**src/hw/rtl/bpm_pkg.sv**
```systemverilog
// Package with the shared types, codes and reset values of the battery power mode machine.
`default_nettype none

package bpm_pkg;

  // Field widths of the channels.
  localparam int unsigned CmdW   = 3;
  localparam int unsigned TimeW  = 32;
  localparam int unsigned VoltW  = 16;
  localparam int unsigned ModeW  = 2;
  localparam int unsigned CfgIdxW  = 2;
  localparam int unsigned CfgDataW = 32;

  // Command codes carried by an input item.
  typedef enum logic [CmdW-1:0] {
    CMD_UPDATE  = 3'd0,
    CMD_PING    = 3'd1,
    CMD_COLLECT = 3'd2,
    CMD_SLEEP   = 3'd3,
    CMD_WAKE    = 3'd4
  } cmd_e;

  // Configuration register indexes.
  typedef enum logic [CfgIdxW-1:0] {
    CFG_ACTIVE_THRESHOLD  = 2'd0,
    CFG_STANDBY_THRESHOLD = 2'd1,
    CFG_PING_PERIOD       = 2'd2,
    CFG_IDLE_TIMEOUT      = 2'd3
  } cfg_idx_e;

  // Power mode state, one-hot.
  typedef enum logic [2:0] {
    ST_ACTIVE  = 3'b001,
    ST_STANDBY = 3'b010,
    ST_SLEEP   = 3'b100
  } state_e;

  // Mode codes as reported in a result item.
  localparam logic [ModeW-1:0] MODE_ACTIVE  = 2'd0;
  localparam logic [ModeW-1:0] MODE_STANDBY = 2'd1;
  localparam logic [ModeW-1:0] MODE_SLEEP   = 2'd2;

  // Reset values.
  localparam logic [VoltW-1:0] RST_ACTIVE_THRESHOLD  = 16'd13000;
  localparam logic [VoltW-1:0] RST_STANDBY_THRESHOLD = 16'd11800;
  localparam logic [TimeW-1:0] RST_PING_PERIOD       = 32'd60000;
  localparam logic [TimeW-1:0] RST_IDLE_TIMEOUT      = 32'd1800000;
  localparam logic [TimeW-1:0] TIME_NEVER            = '1;

  typedef struct packed {
    logic [CmdW-1:0]  command;
    logic [TimeW-1:0] timestamp_ms;
    logic [VoltW-1:0] voltage_mv;
    logic             motion;
    logic [TimeW-1:0] interval_ms;
  } item_t;

  typedef struct packed {
    logic [ModeW-1:0] mode;
    logic             fire;
  } result_t;

  typedef struct packed {
    logic [VoltW-1:0] active_threshold_mv;
    logic [VoltW-1:0] standby_threshold_mv;
    logic [TimeW-1:0] ping_period_ms;
    logic [TimeW-1:0] idle_timeout_ms;
  } cfg_t;

  // Handshake status passed from the output register to the input register.
  typedef struct packed {
    logic can_load;
  } out_status_t;

  // Translate the one-hot state into the reported mode code.
  function automatic logic [ModeW-1:0] state_to_mode(state_e st);
    logic [ModeW-1:0] m;
    case (st)
      ST_ACTIVE:  m = MODE_ACTIVE;
      ST_STANDBY: m = MODE_STANDBY;
      default:    m = MODE_SLEEP;
    endcase
    return m;
  endfunction

endpackage

`default_nettype wire

```
**src/hw/rtl/bpm_if.sv**
```systemverilog
// Channel interfaces of the battery power mode machine: input items, result items, configuration.
`default_nettype none

interface bpm_in_if;
  logic        valid;
  logic        ready;
  logic [2:0]  command;
  logic [31:0] timestamp_ms;
  logic [15:0] voltage_mv;
  logic        motion;
  logic [31:0] interval_ms;

  modport source (
    output valid, command, timestamp_ms, voltage_mv, motion, interval_ms,
    input  ready
  );
  modport sink (
    input  valid, command, timestamp_ms, voltage_mv, motion, interval_ms,
    output ready
  );
endinterface

interface bpm_out_if;
  logic       valid;
  logic       ready;
  logic [1:0] mode;
  logic       fire;

  modport source (output valid, mode, fire, input ready);
  modport sink (input valid, mode, fire, output ready);
endinterface

interface bpm_cfg_if;
  logic        valid;
  logic        ready;
  logic [1:0]  index;
  logic [31:0] data;

  modport source (output valid, index, data, input ready);
  modport sink (input valid, index, data, output ready);
endinterface

`default_nettype wire

```
**src/hw/rtl/bpm_cfg_regs.sv**
```systemverilog
// Configuration registers of the battery power mode machine.
`default_nettype none

module bpm_cfg_regs (
  input  wire logic  clk_i,
  input  wire logic  rst_ni,
  bpm_cfg_if.sink    cfg_i,
  output bpm_pkg::cfg_t cfg_o
);
  import bpm_pkg::*;

  cfg_t cfg_q;

  // Writes are always taken.
  assign cfg_i.ready = 1'b1;

  // Register file, one write per accepted configuration item.
  always_ff @(posedge clk_i or negedge rst_ni) begin
    if (!rst_ni) begin
      cfg_q.active_threshold_mv  <= RST_ACTIVE_THRESHOLD;
      cfg_q.standby_threshold_mv <= RST_STANDBY_THRESHOLD;
      cfg_q.ping_period_ms       <= RST_PING_PERIOD;
      cfg_q.idle_timeout_ms      <= RST_IDLE_TIMEOUT;
    end else if (cfg_i.valid) begin
      case (cfg_idx_e'(cfg_i.index))
        CFG_ACTIVE_THRESHOLD:  cfg_q.active_threshold_mv  <= cfg_i.data[VoltW-1:0];
        CFG_STANDBY_THRESHOLD: cfg_q.standby_threshold_mv <= cfg_i.data[VoltW-1:0];
        CFG_PING_PERIOD:       cfg_q.ping_period_ms       <= cfg_i.data;
        CFG_IDLE_TIMEOUT:      cfg_q.idle_timeout_ms      <= cfg_i.data;
        default: ;
      endcase
    end
  end

  assign cfg_o = cfg_q;

endmodule

`default_nettype wire

```
**src/hw/rtl/bpm_in_reg.sv**
```systemverilog
// Input register: holds one accepted item until the core has processed it.
`default_nettype none

module bpm_in_reg (
  input  wire logic              clk_i,
  input  wire logic              rst_ni,
  bpm_in_if.sink                 in_i,
  input  bpm_pkg::out_status_t   out_status_i,
  output logic                   valid_o,
  output bpm_pkg::item_t         item_o,
  output logic                   advance_o
);
  import bpm_pkg::*;

  logic  valid_q, valid_d;
  item_t item_q;
  logic  accept;

  // The held item moves on whenever the result register can take its result.
  assign advance_o = valid_q && out_status_i.can_load;
  assign in_i.ready = !valid_q || advance_o;
  assign accept = in_i.valid && in_i.ready;

  assign valid_d = accept || (valid_q && !advance_o);

  always_ff @(posedge clk_i or negedge rst_ni) begin
    if (!rst_ni) begin
      valid_q <= 1'b0;
    end else begin
      valid_q <= valid_d;
    end
  end

  // Payload capture needs no reset.
  always_ff @(posedge clk_i) begin
    if (accept) begin
      item_q.command      <= in_i.command;
      item_q.timestamp_ms <= in_i.timestamp_ms;
      item_q.voltage_mv   <= in_i.voltage_mv;
      item_q.motion       <= in_i.motion;
      item_q.interval_ms  <= in_i.interval_ms;
    end
  end

  assign valid_o = valid_q;
  assign item_o  = item_q;

endmodule

`default_nettype wire

```
**src/hw/rtl/bpm_core.sv**
```systemverilog
// Power mode state and the single-pass decision logic for one item.
`default_nettype none

module bpm_core (
  input  wire logic          clk_i,
  input  wire logic          rst_ni,
  input  bpm_pkg::cfg_t      cfg_i,
  input  bpm_pkg::item_t     item_i,
  input  wire logic          advance_i,
  output bpm_pkg::result_t   result_o
);
  import bpm_pkg::*;

  state_e           state_q, state_d;
  logic [TimeW-1:0] entry_q, entry_d;
  logic [TimeW-1:0] ping_q, ping_d;
  logic [TimeW-1:0] collect_q, collect_d;
  logic             seen_q, seen_d;
  logic             fire;

  logic [TimeW-1:0] idle_elapsed;
  logic [TimeW-1:0] ping_elapsed;
  logic [TimeW-1:0] collect_elapsed;
  logic             below_standby;
  logic             below_active;

  // Wrapping elapsed times and threshold compares.
  assign idle_elapsed    = item_i.timestamp_ms - entry_q;
  assign ping_elapsed    = item_i.timestamp_ms - ping_q;
  assign collect_elapsed = item_i.timestamp_ms - collect_q;
  assign below_standby   = item_i.voltage_mv < cfg_i.standby_threshold_mv;
  assign below_active    = item_i.voltage_mv < cfg_i.active_threshold_mv;

  // Next state for the item held in the input register.
  always_comb begin
    state_d   = state_q;
    entry_d   = entry_q;
    ping_d    = ping_q;
    collect_d = collect_q;
    seen_d    = seen_q;
    fire      = 1'b0;
    case (cmd_e'(item_i.command))
      CMD_UPDATE: begin
        case (state_q)
          ST_ACTIVE: begin
            if (below_standby) begin
              state_d = ST_SLEEP;
            end else if (below_active) begin
              state_d = ST_STANDBY;
              entry_d = item_i.timestamp_ms;
            end
          end
          ST_STANDBY: begin
            if (!below_active || item_i.motion) begin
              state_d = ST_ACTIVE;
            end else if (below_standby) begin
              state_d = ST_SLEEP;
            end else if (idle_elapsed >= cfg_i.idle_timeout_ms) begin
              state_d = ST_SLEEP;
            end
          end
          default: ;
        endcase
      end
      CMD_PING: begin
        if (state_q == ST_STANDBY && ping_elapsed >= cfg_i.ping_period_ms) begin
          ping_d = item_i.timestamp_ms;
          fire   = 1'b1;
        end
      end
      CMD_COLLECT: begin
        // The first collect in active mode fires at once.
        if (state_q == ST_ACTIVE && (!seen_q || collect_elapsed >= item_i.interval_ms)) begin
          collect_d = item_i.timestamp_ms;
          seen_d    = 1'b1;
          fire      = 1'b1;
        end
      end
      CMD_SLEEP: begin
        state_d = ST_SLEEP;
      end
      CMD_WAKE: begin
        state_d = ST_ACTIVE;
        entry_d = '0;
      end
      default: ;
    endcase
  end

  always_ff @(posedge clk_i or negedge rst_ni) begin
    if (!rst_ni) begin
      state_q   <= ST_ACTIVE;
      entry_q   <= '0;
      ping_q    <= '0;
      collect_q <= TIME_NEVER;
      seen_q    <= 1'b0;
    end else if (advance_i) begin
      state_q   <= state_d;
      entry_q   <= entry_d;
      ping_q    <= ping_d;
      collect_q <= collect_d;
      seen_q    <= seen_d;
    end
  end

  assign result_o.mode = state_to_mode(state_d);
  assign result_o.fire = fire;

endmodule

`default_nettype wire

```
**src/hw/rtl/bpm_out_reg.sv**
```systemverilog
// Result register: presents one result item until the receiver takes it.
`default_nettype none

module bpm_out_reg (
  input  wire logic              clk_i,
  input  wire logic              rst_ni,
  input  wire logic              load_i,
  input  bpm_pkg::result_t       result_i,
  output bpm_pkg::out_status_t   status_o,
  bpm_out_if.source              out_o
);
  import bpm_pkg::*;

  logic    valid_q, valid_d;
  result_t result_q;

  // A new result may enter when the register is empty or being emptied.
  assign status_o.can_load = !valid_q || out_o.ready;
  assign valid_d = load_i || (valid_q && !out_o.ready);

  always_ff @(posedge clk_i or negedge rst_ni) begin
    if (!rst_ni) begin
      valid_q <= 1'b0;
    end else begin
      valid_q <= valid_d;
    end
  end

  always_ff @(posedge clk_i) begin
    if (load_i) begin
      result_q <= result_i;
    end
  end

  assign out_o.valid = valid_q;
  assign out_o.mode  = result_q.mode;
  assign out_o.fire  = result_q.fire;

endmodule

`default_nettype wire

```
**src/hw/rtl/battery_power_mode_fsm.sv**
```systemverilog
// Top level of the battery power mode machine.
//
// Items arrive on in_i (valid/ready); each carries a command, a millisecond
// timestamp, a voltage sample, a motion flag and a collect interval. Every
// item produces exactly one result item on out_o: the mode after the item
// and a fire flag for ping and collect queries.
// An accepted item is registered in the input register and processed by the
// decision logic once the result register can take its result, which is
// then registered there. One item is taken every cycle while out_o is
// ready; the single decision stage and its state registers set that figure.
// When the receiver stalls, the result register holds its item and the input
// register still takes one more item; after that in_i.ready stays low.
// Configuration writes on cfg_i are always accepted and take effect at once;
// they are meant to be made while no item is in flight.
// Reset puts the machine in active mode with the thresholds and times at
// their defaults, clears the ping and standby marks and marks collect as
// never done; both pipeline registers come out of reset empty.
`default_nettype none

module battery_power_mode_fsm (
  input  wire logic  clk_i,
  input  wire logic  rst_ni,
  bpm_in_if.sink     in_i,
  bpm_out_if.source  out_o,
  bpm_cfg_if.sink    cfg_i
);
  import bpm_pkg::*;

  cfg_t        cfg;
  item_t       item;
  result_t     result;
  out_status_t out_status;
  logic        item_valid;
  logic        advance;

  // Configuration registers.
  bpm_cfg_regs u_cfg (
    .clk_i  (clk_i),
    .rst_ni (rst_ni),
    .cfg_i  (cfg_i),
    .cfg_o  (cfg)
  );

  // Input register.
  bpm_in_reg u_in (
    .clk_i        (clk_i),
    .rst_ni       (rst_ni),
    .in_i         (in_i),
    .out_status_i (out_status),
    .valid_o      (item_valid),
    .item_o       (item),
    .advance_o    (advance)
  );

  // Mode state and decision logic.
  bpm_core u_core (
    .clk_i     (clk_i),
    .rst_ni    (rst_ni),
    .cfg_i     (cfg),
    .item_i    (item),
    .advance_i (advance),
    .result_o  (result)
  );

  // Result register.
  bpm_out_reg u_out (
    .clk_i    (clk_i),
    .rst_ni   (rst_ni),
    .load_i   (advance),
    .result_i (result),
    .status_o (out_status),
    .out_o    (out_o)
  );

`ifndef SYNTHESIS
  // Only ping and collect queries may fire.
  a_fire_only_query: assert property (@(posedge clk_i) disable iff (!rst_ni)
    advance && result.fire |->
      (item.command == CMD_PING || item.command == CMD_COLLECT))
    else $error("fire raised for a command that is not a query");

  // A force-sleep item always reports deep sleep.
  a_sleep_mode: assert property (@(posedge clk_i) disable iff (!rst_ni)
    advance && item.command == CMD_SLEEP |-> result.mode == MODE_SLEEP)
    else $error("force sleep did not report deep sleep");

  // A full pipeline with a stalled receiver takes no new item.
  a_full_stall: assert property (@(posedge clk_i) disable iff (!rst_ni)
    item_valid && out_o.valid && !out_o.ready |-> !in_i.ready)
    else $error("input taken while both registers are full and stalled");

  // A processed item shows up as a result in the following cycle.
  a_result_follows: assert property (@(posedge clk_i) disable iff (!rst_ni)
    advance |=> out_o.valid && out_o.mode == $past(result.mode)
      && out_o.fire == $past(result.fire))
    else $error("result register lost a processed item");
`endif

endmodule

`default_nettype wire

```
**src/flat_wrapper.sv**
```systemverilog
// flat-port wrapper written by rule: the top's interface ports become plain ports
module battery_power_mode_fsm_flat import bpm_pkg::*;
  (clk_i, rst_ni, in_i_valid, in_i_command, in_i_timestamp_ms, in_i_voltage_mv, in_i_motion, in_i_interval_ms, in_i_ready, out_o_valid, out_o_mode, out_o_fire, out_o_ready, cfg_i_valid, cfg_i_index, cfg_i_data, cfg_i_ready);
  bpm_in_if in_i_i ();
  bpm_out_if out_o_i ();
  bpm_cfg_if cfg_i_i ();
  input  wire logic clk_i;
  input  wire logic rst_ni;
  input wire logic [$bits(in_i_i.valid)-1:0] in_i_valid;
  input wire logic [$bits(in_i_i.command)-1:0] in_i_command;
  input wire logic [$bits(in_i_i.timestamp_ms)-1:0] in_i_timestamp_ms;
  input wire logic [$bits(in_i_i.voltage_mv)-1:0] in_i_voltage_mv;
  input wire logic [$bits(in_i_i.motion)-1:0] in_i_motion;
  input wire logic [$bits(in_i_i.interval_ms)-1:0] in_i_interval_ms;
  output wire logic [$bits(in_i_i.ready)-1:0] in_i_ready;
  output wire logic [$bits(out_o_i.valid)-1:0] out_o_valid;
  output wire logic [$bits(out_o_i.mode)-1:0] out_o_mode;
  output wire logic [$bits(out_o_i.fire)-1:0] out_o_fire;
  input wire logic [$bits(out_o_i.ready)-1:0] out_o_ready;
  input wire logic [$bits(cfg_i_i.valid)-1:0] cfg_i_valid;
  input wire logic [$bits(cfg_i_i.index)-1:0] cfg_i_index;
  input wire logic [$bits(cfg_i_i.data)-1:0] cfg_i_data;
  output wire logic [$bits(cfg_i_i.ready)-1:0] cfg_i_ready;
  assign in_i_i.valid = in_i_valid;
  assign in_i_i.command = in_i_command;
  assign in_i_i.timestamp_ms = in_i_timestamp_ms;
  assign in_i_i.voltage_mv = in_i_voltage_mv;
  assign in_i_i.motion = in_i_motion;
  assign in_i_i.interval_ms = in_i_interval_ms;
  assign in_i_ready = in_i_i.ready;
  assign out_o_valid = out_o_i.valid;
  assign out_o_mode = out_o_i.mode;
  assign out_o_fire = out_o_i.fire;
  assign out_o_i.ready = out_o_ready;
  assign cfg_i_i.valid = cfg_i_valid;
  assign cfg_i_i.index = cfg_i_index;
  assign cfg_i_i.data = cfg_i_data;
  assign cfg_i_ready = cfg_i_i.ready;
  battery_power_mode_fsm u_core (.clk_i(clk_i), .rst_ni(rst_ni), .in_i(in_i_i), .out_o(out_o_i), .cfg_i(cfg_i_i));
endmodule
```
**config.mk**
```make
export PLATFORM = sky130hd
export DESIGN_NAME = battery_power_mode_fsm_flat
export DESIGN_NICKNAME = d
export VERILOG_FILES = /design/src/hw/rtl/bpm_pkg.sv /design/src/hw/rtl/bpm_if.sv /design/src/hw/rtl/bpm_cfg_regs.sv /design/src/hw/rtl/bpm_in_reg.sv /design/src/hw/rtl/bpm_core.sv /design/src/hw/rtl/bpm_out_reg.sv /design/src/hw/rtl/battery_power_mode_fsm.sv /design/src/flat_wrapper.sv
export SDC_FILE = /design/constraint.sdc
export NUM_CORES = 1
export LEC_CHECK = 0
export BUFFER_PORTS_ARGS = -buffer_cell sky130_fd_sc_hd__buf_4
export CAP_MARGIN = 20
export CORE_UTILIZATION = 40
export CTS_CLUSTER_SIZE = 14
export DETAILED_ROUTE_END_ITERATION = 6
export PLACE_DENSITY = 0.62
export SKIP_LAST_GASP = 1
export SLEW_MARGIN = 10
export SYNTH_ARGS = -nofsm -noshare
export SYNTH_HDL_FRONTEND = slang
export SYNTH_SLANG_ARGS = --single-unit
```
**constraint.sdc**
```tcl
create_clock -name clk_i -period 5.3 [get_ports clk_i]
set_input_delay 0.265 -clock clk_i [delete_from_list [all_inputs] [get_ports clk_i]]
set_output_delay 0.265 -clock clk_i [all_outputs]
set_load 0.01 [all_outputs]
```
==> results of run 1 <==
## state kept, by name, summed over array words and instances (netlist names)
register	count
u_core.u_cfg.cfg_o	96
u_core.u_core.collect_q	32
u_core.u_core.entry_q	32
u_core.u_core.ping_q	32
u_core.u_core.seen_q	1
u_core.u_core.state_q	3
u_core.u_in.item_o	84
u_core.u_in.valid_o	1
u_core.u_out.out_o.fire	1
u_core.u_out.out_o.mode	2
u_core.u_out.out_o.valid	1
## Yosys cell counts, types with 10 or more instances
library cell / n / area, sq um
nand2_1: 102 / 383
xor2_1: 25 / 219
dfrtp_1: 135 / 3380
a21o_1: 64 / 480
edfxtp_1: 87 / 2610
nor3_1: 20 / 100
nor2b_1: 17 / 106
nor2_1: 63 / 236
mux2_2: 147 / 1660
a31oi_1: 10 / 62.6
a211oi_1: 12 / 90.1
dfstp_2: 63 / 1660
o21ai_0: 72 / 360
mux2i_1: 34 / 340
inv_1: 251 / 942
a211o_1: 10 / 87.6
nand4_1: 28 / 175
clkbuf_1: 19 / 71.3
o211ai_1: 11 / 82.6
xnor2_1: 50 / 438
o21bai_1: 17 / 128
nand2b_1: 15 / 93.8
and3_1: 15 / 93.8
nand3_1: 26 / 130
ha_1: 219 / 2740
o21a_1: 17 / 128
a21oi_1: 112 / 561
## critical path, stage by stage, from the launching register on
cell and delay [ps]:
edfxtp_1 400, inv_1 150, ha_1 190, inv_1 60, fa_1 430, a211o_1 330, a21oi_2 180, nor3_1 100
o211a_1 250, o21ai_2 210, a211o_1 170, a211o_1 120, o211ai_1 100, ha_1 290, nand2_1 60, or4_1 560
nor4_2 290, nand3_1 170, a21oi_4 260, clkbuf_16 240, mux2_2 340
## power by group
part	total [W]	internal (W)	switching, W	leakage [nW]
combinational	0.00431	0.00198	0.00233	6.78
clock	0.00248	0.00148	0.000995	0.589
sequential	0.00299	0.00278	0.000213	3.15
total	0.00978	0.00624	0.00354	10.5
## per-stage QoR
stage          power (W)  cell area (sq um)  std cells  setup WS (ps)
2_1_floorplan    0.00597              18500       1774            453
3_3_place_gp     0.00707              20400       2507            130
3_5_place_dp     0.00720              20400       2508           40.5
4_1_cts          0.00983              22800       2695           74.8
5_1_grt           0.0105              22900       2702          -71.4
6_report         0.00978              22900       2702            270
## worst max-delay path by stage
stage	from	endpoint	slack (ps)	cells past startpoint
after global routing	u_core.u_in.item_o[62]$_DFFE_PP_	u_core.u_out.out_o.mode[1]$_DFFE_PP_	-70	19
after global placement	u_core.u_core.collect_q[1]$_DFFE_PN1P_	u_core.u_core.collect_q[4]$_DFFE_PN1P_	130	20
after floorplan	u_core.u_in.item_o[50]$_DFFE_PP_	u_core.u_core.collect_q[10]$_DFFE_PN1P_	450	19
after detailed placement	u_core.u_in.item_o[49]$_DFFE_PP_	u_core.u_core.ping_q[7]$_DFFE_PN0P_	40	20
after CTS	u_core.u_core.collect_q[1]$_DFFE_PN1P_	u_core.u_core.collect_q[3]$_DFFE_PN1P_	70	20
final	u_core.u_in.item_o[49]$_DFFE_PP_	u_core.u_core.ping_q[12]$_DFFE_PN0P_	270	20
## cell families (layout without fill, tap and decap cells)
group | Yosys count | in the layout
muxes | 182 | 182
DFF | 285 | 285
other | 1 | 1
buffers and inverters | 282 | 610
AOI/OAI and AO/OA | 395 | 395
and+or+nand+nor | 332 | 332
adders and majority gates | 222 | 222
xor gates and xnor gates | 75 | 75
## layer usage
layer	global-route usage [%]	routed length (um)
met5	0	0
met4	8.12	1600
met3	3.28	2000
met2	33.0	21300
met1	26.8	21900
## layout make-up
| type | count | area (sq um) |
|---|---|---|
| clock buffer | 54 | 1090 |
| clock inverter | 14 | 109 |
| fill | 4119 | 22600 |
| inverter | 251 | 942 |
| multi-input combinational | 1207 | 9800 |
| sequential | 285 | 7650 |
| tap | 600 | 751 |
| timing repair buffer | 291 | 2560 |
## repair_timing
item                                    CTS  global route
hold endpoints to repair                237             0
gates cloned                              0             1
resized for setup                         1            14
pin swaps                                 0             2
buffers inserted                          0             6
endpoints found under the setup margin    1            68
hold buffers                            119             0
## cells in the final DEF (no fill, tap or decap), drive strengths merged, types with 28 or more instances in the layout
cell type	netlist	final
mux2i	34	34
edfxtp	87	87
xnor2	50	50
dfrtp	135	135
clkbuf	19	56
dlygate4sd3	0	119
o21ai	73	73
nand2	102	102
nand4	28	28
ha	219	219
inv	251	253
a21o	64	64
mux2	148	148
buf	12	170
nor2	63	63
dfstp	63	63
a21oi	113	113
==> run metrics, run 1 <==
Yosys cell types 72; die width 217 um; sequential-to-total area share from yosys stat 41.4%; clock slew seen by the registers of the worst setup and hold paths 60 ps; status finished, final reports clean; worst skew pair latency 560 ps; DRC violations left 0; Clock Tree Buf Depth 3; Final Hold Fails 0; Most used DFF post-synth dfrtp_1; Slew Limit Fails 0; layout cells sized above 1 22.2%; P per Cell Area 427 nW/um^2; IO Count 129; Max Freq 0.199 GHz; first-pass GRT wire length 75.0 mm; row count 78; slew at the pin closest to its max-slew limit 1030 ps; post-synth design cell area 18500 sq um; FF-to-FF Start u_core.u_in.item_o[49]$_DFFE_PP_; mux contribution to synthesized area 10.9%; HPWL Detailed 34.3 mm; crit path capture type flip-flop; post-synthesis compound-gate area fraction 14.1%; Worst Path Class, Setup flip-flop to flip-flop; post-synthesis xor/xnor area fraction 3.56%; initial antenna violation count 1; Layout Skew 26.4 ps; Post-Synthesis Net Count 2119; Final setup viols 0; Post-synth EDFFs 87; H-tree Lvls 2; P_leak 10.5 nW; CP required 5720 ps; minimum clock period 5030 ps; flops & latches, synth 285; Post-DRT Antenna Nets 0; Max Cap Viol 0; Iteration-0 DRC Markers 879; Post-Synth Adder-Cell Area 15.2%; Worst setup SP type flip-flop; Hold Slack 249 ps; Max-slew headroom 31.0%; root cell of the clock tree clkbuf_16; Post-Syn Instances 1774; post-synthesis simple-gate area fraction 8.97%; WHS Path Cells 5; router iterations before antenna repair 7; arrival time at the worst endpoint 5450 ps; gpl congestion 0.857; Inserted Clock Buffers 37; total negative slack 0 ps; P&R area growth vs syn 24.0%; mean area per synthesized cell 10.4 sq um; largest net degree at the start of global routing 113; yosys synthesis warning count 0; die height 217 um; CTS tree done; Core Util, Final 50.4%; async set or reset register ratio after synthesis 69.5%; clock sinks 285; final net count 2418; CP Max Fanout 16; GRT Overall Usage 20.3%; worst ir drop on vdd 0.000268 V; largest family of logic cells by synthesized area adder cells; r2r setup slk 270 ps; vias in the first global route 14300; routed vias/inst 5.21; HP Class input pin to flip-flop; # diodes 0; total gr overflow 0; DIE AREA 47000 sq um; crit share post-route 94.9%; IO Port Bufs 127; Core ar. 45500 sq um; R2R cell count 20; Hold Crit Start cfg_i_index[0]; via count 14100; Reg2Reg Capture Point u_core.u_core.ping_q[12]$_DFFE_PN0P_; hold endpoint u_core.u_cfg.cfg_o[86]$_DFFE_PN1P_; Initial Utilization 40.6%; drt wl/cell 17.3 um; drt total wl 46.7 mm
No activity file was read; power rests on OpenSTA's default activity.
==> run 2, diff against run 1 <==
Settings changed: BUFFER_PORTS_ARGS -buffer_cell sky130_fd_sc_hd__buf_4 to default, CORE_ASPECT_RATIO from default to 1.75, DONT_BUFFER_PORTS from default to 1, PLACE_DENSITY 0.62 to 0.59.
==> run 2 against run 1 <==
Wire length fell by 3.0%. Cell count decreased by 6.6%. Non-clock buffer count is 144 lower. Critical endpoint is now u_core.u_core.ping_q[26]$_DFFE_PN0P_.
==> run metrics, run 2 (synthesis gave the netlist of run 1 again) <==
status finished, final reports clean; Clk pwr share 24.3%; Flop pwr share 32.1%; DIE AREA 47100 sq um; critical path's top delay family compound AO/OA/AOI/OAI gates; Internal 0.00598 W; Hold Slack 35.1 ps; Max Freq 0.196 GHz; P&R area growth vs syn 17.3%; clock sinks 285; drt wl/cell 18.0 um; Initial Utilization 40.7%; CP required 5750 ps; clock slew seen by the registers of the worst setup and hold paths 60 ps; layout cells sized above 1 16.4%; die width 164 um; HPWL Detailed 34.8 mm; CTS tree done; GRT Overall Usage 19.5%; arrival time at the worst endpoint 5550 ps; Final Hold Fails 0; Critical-path top delay cell or4_1; die height 286 um; Max-slew headroom 19.8%; critical-path cell list ha_1 -> a21oi_1 -> o21ai_0 -> a311o_1 -> or3_1 -> o21ai_2 -> o21ai_0 -> a2111o_1 -> nand3_1 -> ha_1 -> nand4_1 -> or4_1 -> nor4_2 -> nand3_2 -> a21oi_4 -> clkbuf_16 -> mux2_2; first-pass GRT wire length 71.0 mm; Max Cap Viol 0; CP Max Fanout 16; dpl cells 2343; Worst setup SP type flip-flop; Largest stage delay, worst path 520 ps; sw power 0.00333 W; Comb pwr share 43.6%; fill count 4226; placed inst area 19300 sq um; final net count 2267; total gr overflow 0; H-tree Lvls 1; final cell count without fillers 2525; crit share post-route 96.2%; DRC violations left 0; commonest non-fill, non-tap cells in the layout inv_1 (250), ha_1 (219), mux2_2 (147), dfrtp_1 (135), dlygate4sd3_1 (119); most common cell after layout, fill and taps aside inv_1; worst ir drop on vdd 0.000210 V; root cell of the clock tree clkbuf_16; slew at the pin closest to its max-slew limit 1200 ps; gpl congestion 0.887; Layout Skew 13.8 ps; worst setup margin 200 ps; Worst Path Class, Setup flip-flop to flip-flop; Post-DRT Antenna Nets 0; HP Class input pin to flip-flop; Core ar. 45400 sq um; router iterations before antenna repair 5; worst skew pair latency 580 ps; Place WS -112 ps; IO Port Bufs 0; crit path capture type flip-flop; minimum clock period 5100 ps; initial antenna violation count 2; Clock Tree Buf Depth 3; Slew Limit Fails 0; max reg flops 96; Sw Ratio 35.8%; Final setup viols 0; vias in the first global route 13800; drt total wl 45.4 mm; Iteration-0 DRC Markers 536; largest net degree at the start of global routing 199; Final Cell Area 21700 sq um; P_leak 9.77 nW; P per Cell Area 430 nW/um^2; routed vias/inst 5.33; IO Count 129; combined buffer and inverter count along the critical path 1; via count 13500; Inserted Clock Buffers 30; total power 0.00930 W; row count 103
## run 2: cell count changes in the layout (fill, tap and decap cells not counted), sizes merged
cell / change
clkbuf: -14
inv: -1
diode: +2
buf: -143
bufinv: +2
## run 2: final cells by class
cell class                      instances  area (sq um)  share of cell area [%]
Clock inverter                         15           160                   0.739
Inverter                              251           942                    4.35
Clock buffer                           41           916                    4.23
Sequential cell                       285          7650                    35.3
Multi-Input combinational cell       1207          9800                    45.2
Timing Repair Buffer                  147          1470                    6.79
Antenna cell                            2          5.00                  0.0231
Tap cell                              577           722                    3.33
## run 2: worst paths after layout
kind,startpoint,to,slack (ps),cells past startpoint
min in group asynchronous,rst_ni,u_core.u_core.seen_q$_DFFE_PN0P_,270,2
max in group asynchronous,rst_ni,u_core.u_cfg.cfg_o[90]$_DFFE_PN0P_,4000,2
min reg2reg,u_core.u_core.seen_q$_DFFE_PN0P_,u_core.u_core.seen_q$_DFFE_PN0P_,470,1
max reg2reg,u_core.u_in.item_o[61]$_DFFE_PP_,u_core.u_core.ping_q[26]$_DFFE_PN0P_,200,17
max,u_core.u_in.item_o[61]$_DFFE_PP_,u_core.u_core.ping_q[26]$_DFFE_PN0P_,200,17
min,out_o_ready,u_core.u_in.valid_o$_DFF_PN0_,40,2
## run 2: stage by stage
stage | utilization (%) | setup TNS (ps)
2_1_floorplan | - | 0
3_3_place_gp | 42.4 | -115
3_5_place_dp | 42.5 | -3330
4_1_cts | 47.5 | 0
5_1_grt | 47.8 | -15.8
6_report | 47.8 | 0
## run 2: routing by layer
layer	routed length (um)	up-vias	global-route usage, %	share of wire, %
li1	-	6629	-	-
met1	15700	6458	18.9	35
met2	25000	250	37.8	55
met3	1290	118	1.94	2.8
met4	3380	0	13.1	7.4
met5	0	-	0	0
## run 2: timing repair
item / CTS / global route
setup buffers: 0 / 3
endpoints found under the hold margin: 380 / 0
resized for setup: 3 / 12
gates cloned: 0 / 1
endpoints found under the setup margin: 32 / 35
hold buffers: 120 / 0
pin swaps: 0 / 3
## run 2: power by group through the flow
stage / Clock [W] / Combinational (W) / Sequential, W
after floorplan: 0 / 0.00302 / 0.00295
after global placement: 0 / 0.00377 / 0.00302
after detailed placement: 0 / 0.00389 / 0.00303
after CTS: 0.00234 / 0.00404 / 0.00299
after global routing: 0.00241 / 0.00459 / 0.00303
final: 0.00226 / 0.00405 / 0.00299
